--- src/hdl/rex_pkg.sv ---
// Shared types, constants and small decode functions for the Reduce expander.
// Used by rex_ctrl, rex_dp and reduce_expander; depends on nothing.
package rex_pkg;

   localparam int WIN_BITS  = 14;
   localparam int SLOT_BITS = 6;
   localparam int CNT_DEPTH = 256;
   localparam int TAB_DEPTH = 256 * (1 << SLOT_BITS);
   localparam int WIN_DEPTH = 1 << WIN_BITS;

   localparam logic [7:0] ESC_CODE = 8'd144;
   localparam logic [8:0] OUT_CAP  = 9'd400;

   localparam logic CSR_USIZE  = 1'b0;
   localparam logic CSR_FACTOR = 1'b1;

   typedef enum logic [1:0] {
      ESC_NONE = 2'd0,
      ESC_FLAG = 2'd1,
      ESC_LEN  = 2'd2,
      ESC_DIST = 2'd3
   } esc_type;

   typedef struct packed {
      logic [7:0] packed_byte;
      logic       entry_start;
   } req_word_type;

   typedef struct packed {
      logic [63:0] out_bytes;
      logic [3:0]  out_count;
      logic        run_last;
      logic        entry_done;
   } rsp_word_type;

   typedef struct packed {
      logic take;
      logic hdr_step;
      logic cnt_rd;
      logic sym_lit;
      logic tab_rd;
      logic sym_tab;
      logic win_rd;
      logic copy_emit;
      logic flush;
   } dp_cmd_type;

   typedef struct packed {
      logic copy_pend;
      logic cap_hit;
      logic loading;
      logic rem_zero;
      logic hdr_stall;
      logic dec_stall;
      logic dec_lit;
      logic pk_busy;
      logic acc_empty;
      logic out_busy;
   } dp_status_type;

   function automatic logic [7:0] len_mask(input logic [2:0] f);
      logic [7:0] m;
      unique case (f)
         3'd1:    m = 8'h7f;
         3'd2:    m = 8'h3f;
         3'd3:    m = 8'h1f;
         3'd4:    m = 8'h0f;
         default: m = 8'h00;
      endcase
      return m;
   endfunction

   function automatic logic [2:0] dist_shift(input logic [2:0] f);
      logic [2:0] s;
      unique case (f)
         3'd1:    s = 3'd7;
         3'd2:    s = 3'd6;
         3'd3:    s = 3'd5;
         3'd4:    s = 3'd4;
         default: s = 3'd0;
      endcase
      return s;
   endfunction

   function automatic logic [3:0] dist_mask(input logic [2:0] f);
      logic [3:0] m;
      unique case (f)
         3'd1:    m = 4'h1;
         3'd2:    m = 4'h3;
         3'd3:    m = 4'h7;
         3'd4:    m = 4'hf;
         default: m = 4'h0;
      endcase
      return m;
   endfunction

   // index width for a follower set of sl entries (sl >= 1)
   function automatic logic [2:0] index_bits(input logic [5:0] sl);
      logic [2:0] nb;
      if (sl <= 6'd2)       nb = 3'd1;
      else if (sl <= 6'd4)  nb = 3'd2;
      else if (sl <= 6'd8)  nb = 3'd3;
      else if (sl <= 6'd16) nb = 3'd4;
      else if (sl <= 6'd32) nb = 3'd5;
      else                  nb = 3'd6;
      return nb;
   endfunction

   function automatic logic [5:0] index_mask(input logic [2:0] nb);
      logic [5:0] m;
      unique case (nb)
         3'd1:    m = 6'h01;
         3'd2:    m = 6'h03;
         3'd3:    m = 6'h07;
         3'd4:    m = 6'h0f;
         3'd5:    m = 6'h1f;
         3'd6:    m = 6'h3f;
         default: m = 6'h00;
      endcase
      return m;
   endfunction

endpackage

--- src/hdl/rex_ctrl.sv ---
// Sequencer for the Reduce expander: steps header loads, symbol decodes,
// copies and result flushes. Depends on rex_pkg.
module rex_ctrl (
   input  logic                   clock,
   input  logic                   reset,
   input  logic                   req_valid,
   output logic                   req_ready,
   input  rex_pkg::dp_status_type status,
   output rex_pkg::dp_cmd_type    cmd
);

   typedef enum logic [5:0] {
      ST_IDLE = 6'b000001,
      ST_RUN  = 6'b000010,
      ST_SEL  = 6'b000100,
      ST_TAB  = 6'b001000,
      ST_CPW  = 6'b010000,
      ST_FIN  = 6'b100000
   } state_type;

   state_type state_ff, state_in;

   always_comb begin
      state_in = state_ff;
      cmd      = '0;
      unique case (state_ff)
         ST_IDLE: begin
            if (req_valid) begin
               cmd.take = 1'b1;
               state_in = ST_RUN;
            end
         end
         ST_RUN: begin
            if (status.copy_pend) begin
               if (status.cap_hit) begin
                  state_in = ST_FIN;
               end else begin
                  cmd.win_rd = 1'b1;
                  state_in   = ST_CPW;
               end
            end else if (status.loading) begin
               if (status.hdr_stall) begin
                  state_in = ST_FIN;
               end else begin
                  cmd.hdr_step = 1'b1;
               end
            end else if (status.rem_zero || status.cap_hit) begin
               state_in = ST_FIN;
            end else begin
               cmd.cnt_rd = 1'b1;
               state_in   = ST_SEL;
            end
         end
         ST_SEL: begin
            if (status.dec_stall) begin
               state_in = ST_FIN;
            end else if (!status.dec_lit) begin
               cmd.tab_rd = 1'b1;
               state_in   = ST_TAB;
            end else if (!status.pk_busy) begin
               cmd.sym_lit = 1'b1;
               state_in    = ST_RUN;
            end
         end
         ST_TAB: begin
            if (!status.pk_busy) begin
               cmd.sym_tab = 1'b1;
               state_in    = ST_RUN;
            end
         end
         ST_CPW: begin
            if (!status.pk_busy) begin
               cmd.copy_emit = 1'b1;
               state_in      = ST_RUN;
            end
         end
         ST_FIN: begin
            if (status.acc_empty) begin
               state_in = ST_IDLE;
            end else if (!status.out_busy) begin
               cmd.flush = 1'b1;
               state_in  = ST_IDLE;
            end
         end
         default: state_in = ST_IDLE;
      endcase
   end

   assign req_ready = (state_ff == ST_IDLE);

   always_ff @(posedge clock) begin
      if (reset) begin
         state_ff <= ST_IDLE;
      end else begin
         state_ff <= state_in;
      end
   end

endmodule

--- config.mk ---
export PLATFORM = sky130hd
export DESIGN_NAME = rex_ctrl
export DESIGN_NICKNAME = d
export VERILOG_FILES = /design/src/hdl/rex_pkg.sv /design/src/hdl/rex_ctrl.sv
export SDC_FILE = /design/constraint.sdc
export NUM_CORES = 1
export LEC_CHECK = 0
export BUFFER_PORTS_ARGS = -buffer_cell sky130_fd_sc_hd__buf_2
export CAP_MARGIN = 20
export CORE_AREA = 2 2 39 41
export DETAILED_ROUTE_END_ITERATION = 10
export DIE_AREA = 0 0 41 43
export HOLD_SLACK_MARGIN = 0.12
export PLACE_DENSITY = 0.66
export SETUP_SLACK_MARGIN = 0.1
export SKIP_LAST_GASP = 1
export SLEW_MARGIN = 20
export SYNTH_ARGS = -nofsm -noshare
export SYNTH_HDL_FRONTEND = slang
export SYNTH_SLANG_ARGS = --single-unit
--- constraint.sdc ---
create_clock -name clock -period 2.2 [get_ports clock]
set_clock_uncertainty 0.1 [all_clocks]
set_input_delay 0.33 -clock clock [delete_from_list [all_inputs] [get_ports clock]]
set_output_delay 0.33 -clock clock [all_outputs]
set_load 0.05 [all_outputs]
==> results.md, run 1 <==
* Die height at 43 um
* Die ar. at 1763 sq um
* Synth Area in Simple Gates at 0.5163
* First-pass GRT wire length at 2001 um
* Crit-path max FO at 2
* Fmax at 0.4601 GHz
* Compound-Gate Fraction of Synth Area at 0.1712
* Mux contribution to synthesized area at 0
* Largest Register: state_ff
* Main combinational cell family by area after synthesis: simple AND/OR/NAND/NOR gates
* WHS Path Cells at 2
* Synth top cells by count: dfxtp_1 (6), nor2_1 (6), a21oi_1 (5)
* Net switching power figure at 0.2704 mW
* Mapped Area at 460.4 sq um
* Io pins at 23
* Slew Limit Fails at 0
* Routed via count at 564
* Crit end category: primary output
* Flop pwr share at 0.259
* Cts bufs inserted at 3
* Initial antenna violation count at 0
* # diodes at 0
* Clk root buf: clkbuf_4
* Hold Path Sink: state_ff[1]
* CTS max path bufs at 2
* Worst Setup SP: state_ff[0]
* Largest register FFs at 6
* H-tree Lvls at 1
* Total track usage at 0.1680
* HP Start: reset
* Sw frac at 0.4440
* Final WS setup at 26.44 ps
* Area post-placement at 648.1 sq um
* Routability cong. at 0.7897
* Yosys top cell by area: dfxtp_1
* DRT iter0 DRCs at 4
* Post-synthesis xor/xnor area fraction at 0.01902
* CTS clock-pin slew for the worst setup and hold paths at 40 ps
* GRT overflow at 0
* Reg-to-Reg End: state_ff[1]
* Crit path time final at 2174 ps
* Vias in the first global route at 522
* Core area at 1384 sq um
* Hold_buf cts at 0
* Drt first pass iters at 4
* Antenna-violating nets left at 0
* CP Class: flop to primary output
* Cell count after synthesis at 60
* DP Worst Slack at 77.79 ps
* Syn nets at 73
* Post-route cell area at 773.2 sq um
* Rows at 14
* Count of cell types in the netlist at 27
* Synth Area in Adders at 0
* Cell-internal power at 0.3386 mW
* Detailed-placement wirelength estimate at 1016 um
* LEAKAGE at 0.3644 nW
* Seq cells post-synth at 6
* Register area share after synthesis at 0.2609
* Share of cells above drive strength 1 at 0.5714
* Pwr/cell area at 787.7 nW/um^2
* Period utilization at 0.9880
* Reg2reg path depth at 6
* Status: finished clean
* TritonCTS clock tree: yes
* Num Clock Sinks at 6
* Setup crit start kind: flop
* Crit path cell chain: nor4_4 > nand3b_4 > or4b_4 > inv_2 > buf_8
* Largest net degree at the start of global routing at 8
* Dominant register cell in the synthesized netlist: dfxtp_1
* Largest regs: state_ff (6)
* Worst-Margin Slew at 310.5 ps
* Post-synth EDFFs at 0
* Initial Util at 0.3327
* Mean Syn Cell Area at 7.674 sq um
* CP delay by family, top: simple AND/OR/NAND/NOR gates
* Total Nets Final at 106
* Insertion delay to the later sink of the worst-skew pair at 240 ps
* Worst R2R Start: state_ff[0]
* Max Cap Viol at 0
* Layout area overhead at 67.93%
* Buf/Inv on CP at 2
* Clock Power Share at 0.156
* Post-synth ARST share at 0
* RSZ-0062 raised after global routing: true
* Die width at 41 um
* Drt drc at 0
* R2r setup slk at 360 ps
* Drt wl/cell at 12.18 um
* Via density at 5.271
* WP data required at 1770 ps
* Slowest cell on crit path: or4b_4
* Final WL at 1303 um
* Combinational power share at 0.585
* YS warnings at 0
* Final Hold Viols at 0
* Peak supply drop at 456.1 uV
* Post-synth top area share at 0.2609
* IO buf count at 22
* Final setup violation count at 0
* Synth area leaders: dfxtp_1 (26%), a21oi_1 (5.4%), nor2_1 (4.9%)
* Slowest stage delay, CP at 500 ps
* Tot Pwr at 0.6091 mW
* Hold Crit Class: input port to flop
* Max-slew headroom at 0.7914
* Arr. time, crit path at 1740 ps
* Setup TNS at 0 ps
cell usage in the layout (no fill, tap or decap), drive strengths merged, types with 2 or more instances in the layout:
cell,Yosys,final
or2b,2,2
inv,4,4
nand3,2,2
o21ai,2,2
and2,2,2
nor2,6,6
nor4,4,4
clkbuf,0,5
buf,0,26
a31oi,3,3
a21oi,6,6
nor2b,2,2
nand2,4,4
nand4,3,3
nor3b,2,2
nor3,3,3
dfxtp,6,6
worst max-delay path by stage:
stage	to	slack [ps]	cells after the start
after floorplan	cmd[1]	-240	2
after global placement	cmd[7]	120	5
final	cmd[7]	30	5
after detailed placement	cmd[7]	80	5
after global routing	cmd[7]	-50	5
after CTS	cmd[7]	8	5
cells by family after synthesis:
kind of cell              count (synthesis)
AOI/OAI and AO/OA                        13
DFF                                       6
xor gates and xnor gates                  1
buffers and inverters                     4
and+or+nand+nor                          36
timing repair:
action	CTS	global route
pin swaps	2	8
resized for setup	9	16
setup endpoints to repair	5	7
buffers inserted	2	1
per-layer routing:
metal	GRT usage	part of all wire
met5	0	0
met3	0.02618	0.038
met1	0.2039	0.42
met2	0.2594	0.54
met4	0.1067	0.0092
layout make-up:
cell class / instances / area [sq um]
Tap cell: 16 / 20.02
Clock buffer: 3 / 22.52
Inverter: 4 / 15.01
Timing Repair Buffer: 28 / 195.2
Multi-Input combinational cell: 50 / 396.6
Sequential cell: 6 / 123.9
Fill cell: 137 / 610.6
power groups by stage:
| stage | Sequential (mW) | Combinational (mW) | Clock (mW) |
|---|---|---|---|
| 2_1_floorplan | 0.156 | 0.214 | 0 |
| 3_3_place_gp | 0.155 | 0.309 | 0 |
| 3_5_place_dp | 0.153 | 0.312 | 0 |
| 4_1_cts | 0.151 | 0.337 | 0.102 |
| 5_1_grt | 0.161 | 0.392 | 0.103 |
| 6_report | 0.158 | 0.356 | 0.0951 |
worst reg2reg max path: stages, from the launching register on:
cell and delay, ps:
dfxtp_2 330, buf_4 150, or4_4 580, a21o_1 220
a21oi_1 130, o21ai_0 100, a21oi_2 150
through the flow:
| stage | hold WS (ps) | cells | util |
|---|---|---|---|
| 3_3_place_gp | 488.8 | 102 | 0.4684 |
| 4_1_cts | 241.4 | 107 | 0.5163 |
| 2_1_floorplan | 292.4 | 60 | - |
| 5_1_grt | 248.6 | 107 | 0.5588 |
| 3_5_place_dp | 497.8 | 102 | 0.4684 |
| 6_report | 250.0 | 107 | 0.5588 |
Note: power is estimated with default switching activity, not from simulation.
==> run 2, diff against run 1 <==
--- a/config.mk
+++ b/config.mk
@@ -11,7 +11,7 @@
 export DETAILED_ROUTE_END_ITERATION = 10
 export DIE_AREA = 0 0 41 43
 export HOLD_SLACK_MARGIN = 0.12
-export PLACE_DENSITY = 0.66
+export PLACE_DENSITY = 0.74
 export SETUP_SLACK_MARGIN = 0.1
 export SKIP_LAST_GASP = 1
 export SLEW_MARGIN = 20
==> run 2 against run 1 <==
Against the previous run:
- register-to-register slack better by 30 ps
- sequential power is 4% higher
- via count is 10% higher
- flip-flop and latch count stayed put
- utilization is 3.9 points higher
- cell area is 7.0% higher
- combinational power is 3% higher
- critical endpoint unchanged
- largest cell class unchanged
==> results.md, run 2 (same netlist as run 1, synthesis figures left out) <==
* Max Cap Viol at 0 (unchanged)
* Tot Pwr at 0.6327 mW (+3.9%)
* Worst Setup SP: state_ff[3]
* Largest register FFs at 6 (unchanged)
* Slew Limit Fails at 0 (unchanged)
* Core area at 1384 sq um (unchanged)
* Antenna-violating nets left at 0 (unchanged)
* Initial antenna violation count at 0 (unchanged)
* Hold Crit Class: input port to flop
* Vias in the first global route at 556 (+6.5%)
* Die ar. at 1763 sq um (unchanged)
* R2r setup slk at 390 ps (+30 ps)
* HP Start: reset
* Peak supply drop at 569.4 uV (+25%)
* Io pins at 23 (unchanged)
* Max-slew headroom at 0.7754 (-0.01608)
* First-pass GRT wire length at 2214 um (+11%)
* Clk root buf: clkbuf_4
* Setup TNS at 0 ps (unchanged)
* Die width at 41 um (unchanged)
* Status: finished clean
* Total Nets Final at 110 (+3.8%)
* IO buf count at 22 (unchanged)
* Fmax at 0.4557 GHz (-0.94%)
* Routed via count at 622 (+10%)
* LEAKAGE at 0.3877 nW (+6.4%)
* Cts bufs inserted at 3 (unchanged)
* Crit path cell chain: nor4_4 > nand3b_4 > or4b_4 > inv_2 > buf_8
* WHS Path Cells at 2 (unchanged)
* Crit-path max FO at 4 (+2)
* Initial Util at 0.3327 (unchanged)
* Detailed-placement wirelength estimate at 978.8 um (-3.6%)
* Cell-internal power at 0.3436 mW (+1.5%)
* Routability cong. at 0.8016 (+1.5%)
* CTS max path bufs at 2 (unchanged)
* Drt drc at 0 (unchanged)
* Worst hold slack at 231.2 ps (-18.77 ps)
* Setup crit start kind: flop
* Worst-Margin Slew at 336.5 ps (+25.99 ps)
* Final Hold Viols at 0 (unchanged)
* Crit end category: primary output
* Register area at 128.9 sq um (+4.0%)
* H-tree Lvls at 1 (unchanged)
* Die height at 43 um (unchanged)
* Num Clock Sinks at 6 (unchanged)
* Multi-input logic area at 405.4 sq um (+2.2%)
* Insertion delay to the later sink of the worst-skew pair at 240 ps (about the same)
* Buf/Inv on CP at 2 (unchanged)
* Placed cell count at 101 (-0.98%)
* Sw frac at 0.4569 (+0.01289)
* RSZ-0062 raised after global routing: true
* Final non-filler cell total at 111 (+3.7%)
* Drt first pass iters at 4 (unchanged)
* Share of cells above drive strength 1 at 0.6105 (+0.03910)
* CP Class: flop to primary output
* Layout area overhead at 79.62%
* Worst R2R Start: state_ff[3]
* Largest Register: state_ff
* Final setup violation count at 0 (unchanged)
* Largest net degree at the start of global routing at 8 (unchanged)
* Flop pwr share at 0.261 (+0.002)
* Hold Path Sink: state_ff[1]
* Final WL at 1642 um (+26%)
* Total track usage at 0.1811 (+0.01308)
* CP delay by family, top: simple AND/OR/NAND/NOR gates
* GRT overflow at 0 (unchanged)
* Reg2reg path depth at 6 (unchanged)
* Commonest cells after routing, fill and taps aside: buf_2 (14), buf_4 (10), buf_6 (6)
* Combinational power share at 0.579 (-0.006)
* CTS clock-pin slew for the worst setup and hold paths at 50 ps (about the same)
* WP data required at 1770 ps (about the same)
* Slowest cell on crit path: or4b_4
* Arr. time, crit path at 1760 ps (+20 ps)
* # diodes at 0 (unchanged)
* Fillers at 118 (-14%)
* Slowest stage delay, CP at 500 ps (about the same)
* Via density at 5.604 (+6.3%)
* TritonCTS clock tree: yes
* Commonest non-fill, non-tap cell in the layout: buf_2
* Pwr/cell area at 765.0 nW/um^2 (-2.9%)
* Clock Power Share at 0.160 (+0.004)
* Period utilization at 0.9974 (+0.009381)
* Reg-to-Reg End: state_ff[5]
* Drt wl/cell at 14.79 um (+21%)
* Crit path time final at 2194 ps (+20.64 ps)
* Rows at 14 (unchanged)
* Net switching power figure at 0.2891 mW (+6.9%)
* Largest regs: state_ff (6)
* DRT iter0 DRCs at 24 (+20)
-- run 2: cell types whose count changed in the layout (fill, tap and decap cells not counted) --
cell	before	now
nor4_2	0	1
dfxtp_2	3	1
nor2_2	0	1
buf_4	6	10
dfxtp_4	0	2
buf_6	4	6
nor2_1	6	5
buf_2	15	14
nor4_1	2	1
clkbuf_4	5	4
-- run 2: routing by layer --
| metal | vias to the layer above | track usage | wire, um |
|---|---|---|---|
| met5 | - | 0 | 0 |
| met4 | 0 | 0.1067 | 39 |
| met3 | 4 | 0.03141 | 56 |
| met2 | 20 | 0.2750 | 877 |
| met1 | 303 | 0.2265 | 669 |
| li1 | 295 | - | - |
-- run 2: area by class of cell --
class | instances | area share
Clock buffer | 3 | 0.02723
Sequential cell | 6 | 0.1558
Inverter | 4 | 0.01815
Tap cell | 16 | 0.02421
Multi-Input combinational cell | 50 | 0.4902
Timing Repair Buffer | 32 | 0.2844
-- run 2: power groups by stage --
stage	combinational, mW	clock [mW]	sequential (mW)
floorplan	0.214	0	0.156
finish	0.366	0.101	0.165
detailed placement	0.290	0	0.164
global placement	0.294	0	0.164
CTS	0.316	0.103	0.163
global route	0.391	0.110	0.167
-- run 2: per-stage QoR --
step	utilization	worst slack [ps]	instance area (sq um)
2_1_floorplan	-	-244.7	488.0
3_3_place_gp	0.4629	116.7	640.6
3_5_place_dp	0.4629	78.67	640.6
4_1_cts	0.5280	-12.27	730.7
5_1_grt	0.5976	-36.50	827.0
6_report	0.5976	5.805	827.0
-- run 2: how the worst max path moves through the flow --
stage / to / depth (start not counted) / slack (ps)
global placement: cmd[7] / 5 / 120
detailed placement: cmd[7] / 5 / 80
finish: cmd[7] / 5 / 6
CTS: cmd[7] / 5 / -10
global route: cmd[7] / 5 / -40
floorplan: cmd[1] / 2 / -240
-- run 2: repair_timing --
action	CTS	global route
hold buffers	0	0
buffers inserted	3	4
pin swaps	4	5
endpoints found under the setup margin	5	10
resized for setup	14	20
==> run 3, diff against run 2 <==
--- a/config.mk
+++ b/config.mk
@@ -7,11 +7,11 @@
 export LEC_CHECK = 0
 export BUFFER_PORTS_ARGS = -buffer_cell sky130_fd_sc_hd__buf_2
 export CAP_MARGIN = 20
-export CORE_AREA = 2 2 39 41
+export CORE_MARGIN = 2
+export CORE_UTILIZATION = 25
 export DETAILED_ROUTE_END_ITERATION = 10
-export DIE_AREA = 0 0 41 43
 export HOLD_SLACK_MARGIN = 0.12
-export PLACE_DENSITY = 0.74
+export PLACE_DENSITY = 0.6
 export SETUP_SLACK_MARGIN = 0.1
 export SKIP_LAST_GASP = 1
 export SLEW_MARGIN = 20
==> run 3 against run 2 <==
Against the previous run:
- first-iteration DRC count fell by 75%
- cell area is 0.30% higher
- non-clock buffer count down 2
- maximum frequency is 1.6% higher
- critical endpoint unchanged
- highest routed layer is now met3
==> results.md, run 3 (same netlist as run 1, synthesis figures left out) <==
* Vias in the first global route at 540 (-2.9%)
* CTS max path bufs at 2 (unchanged)
* CP Class: flop to primary output
* Crit path time final at 2160 ps (-34.08 ps)
* Share of cells above drive strength 1 at 0.5914 (-0.01913)
* Largest register FFs at 6 (unchanged)
* Drt drc at 0 (unchanged)
* Rows at 15 (+1)
* WHS Path Cells at 2 (unchanged)
* Setup TNS at 0 ps (unchanged)
* Routability cong. at 0.7795 (-2.8%)
* Drt first pass iters at 3 (-1)
* LEAKAGE at 0.3859 nW (-0.47%)
* HP Start: reset
* Drt wl/cell at 11.64 um (-21%)
* Fmax at 0.4629 GHz (+1.6%)
* Peak supply drop at 288.3 uV (-49%)
* Insertion delay to the later sink of the worst-skew pair at 240 ps (about the same)
* Commonest cells after routing, fill and taps aside: buf_2 (13), buf_4 (10), buf_6 (6)
* WP data required at 1770 ps (about the same)
* Hold Crit Class: input port to flop
* Via density at 4.754 (-15%)
* Antenna-violating nets left at 0 (unchanged)
* Hold Path Sink: state_ff[1]
* Routed via count at 561 (-9.8%)
* Core area at 1727 sq um (+25%)
* Die width at 46.92 um (+14%)
* Initial antenna violation count at 0 (unchanged)
* DRT iter0 DRCs at 6 (-75%)
* Pwr/cell area at 750.6 nW/um^2 (-1.9%)
* Final setup violation count at 0 (unchanged)
* Max-slew headroom at 0.7321 (-0.04325)
* CTS clock-pin slew for the worst setup and hold paths at 40 ps (about the same)
* R2r setup slk at 410 ps (+20 ps)
* Reg-to-Reg End: state_ff[5]
* Detailed-placement wirelength estimate at 1028 um (+5.0%)
* Worst R2R Start: state_ff[5]
* Setup crit start kind: flop
* Num Clock Sinks at 6 (unchanged)
* Hold_buf cts at 0 (unchanged)
* TritonCTS clock tree: yes
* Worst-Margin Slew at 401.3 ps (+64.78 ps)
* Initial Util at 0.2667 (-0.06606)
* Die height at 46.92 um (+9.1%)
* Reg2reg path depth at 6 (unchanged)
* First-pass GRT wire length at 2311 um (+4.4%)
* Largest regs: state_ff (6)
* GRT overflow at 0 (unchanged)
* Crit-path max FO at 2 (-2)
* Io pins at 23 (unchanged)
* Status: finished clean
* Die ar. at 2201 sq um (+25%)
* Crit end category: primary output
* Clk root buf: clkbuf_4
* Period utilization at 0.9819 (-0.01549)
* # diodes at 0 (unchanged)
* Total track usage at 0.1501 (-0.03097)
* Final Hold Viols at 0 (unchanged)
* Commonest non-fill, non-tap cell in the layout: buf_2
* Final WL at 1373 um (-16%)
* IO buf count at 22 (unchanged)
* Worst hold slack at 222.6 ps (-8.643 ps)
* Total Nets Final at 108 (-1.8%)
* Slew Limit Fails at 0 (unchanged)
* Layout area overhead at 80.16%
* H-tree Lvls at 1 (unchanged)
* Max Cap Viol at 0 (unchanged)
* Arr. time, crit path at 1730 ps (-30 ps)
* Largest Register: state_ff
* RSZ-0062 raised after global routing: true
* Largest net degree at the start of global routing at 8 (unchanged)
* Cts bufs inserted at 3 (unchanged)
-- run 3: cell types whose count changed in the layout (fill, tap and decap cells not counted), sizes merged --
cell,previous run,this run
buf,31,30
clkbuf,4,3
-- run 3: worst max path at each step --
stage	start	endpoint	slack, ps
final	state_ff[5]	cmd[7]	40
after CTS	state_ff[5]	cmd[7]	40
after detailed placement	state_ff[3]	cmd[7]	170
after floorplan	state_ff[5]	cmd[1]	-240
after global routing	state_ff[5]	cmd[7]	-10
after global placement	state_ff[3]	cmd[7]	200
-- run 3: what timing repair did --
item | 4_1_cts | 5_1_grt
pin swaps | 1 | 4
endpoints found under the setup margin | 6 | 9
buffers inserted | 1 | 1
resized for setup | 13 | 21
-- run 3: cell type report --
class,count,area (sq um)
Timing Repair Buffer,30,222.7
Fill cell,188,897.1
Tap cell,25,31.28
Sequential cell,6,121.4
Clock buffer,3,22.52
Inverter,4,15.01
Multi-Input combinational cell,50,416.7
-- run 3: report_power, final --
| group | internal (mW) | total [mW] | switching (mW) |
|---|---|---|---|
| Sequential | 0.127 | 0.170 | 0.0430 |
| Clock | 0.0614 | 0.0971 | 0.0356 |
| Combinational | 0.154 | 0.355 | 0.201 |
-- run 3: routing by layer --
metal | up-vias | GRT usage | share of wire
li1 | 290 | - | -
met1 | 263 | 0.1912 | 0.47
met2 | 8 | 0.2411 | 0.52
met3 | 0 | 0.03462 | 0.013
met4 | 0 | 0.06667 | 0
met5 | - | 0 | 0
-- run 3: worst max-delay path, stage by stage (launching register included) --
cell and delay, ps:
dfxtp_2 330, nor4_4 350, nand3b_4 100, or4b_4 500
inv_2 70, buf_8 140
-- run 3: per-stage QoR --
step	cells	worst slack, ps	utilization	cell area, sq um	power (mW)
floorplan	60	-244.7	-	488.0	0.3706
global placement	113	199.8	0.3906	674.4	0.4469
detailed placement	113	173.2	0.3906	674.4	0.4515
CTS	117	38.19	0.4348	750.7	0.5854
global route	118	-14.17	0.4804	829.5	0.6677
finish	118	39.88	0.4804	829.5	0.6227
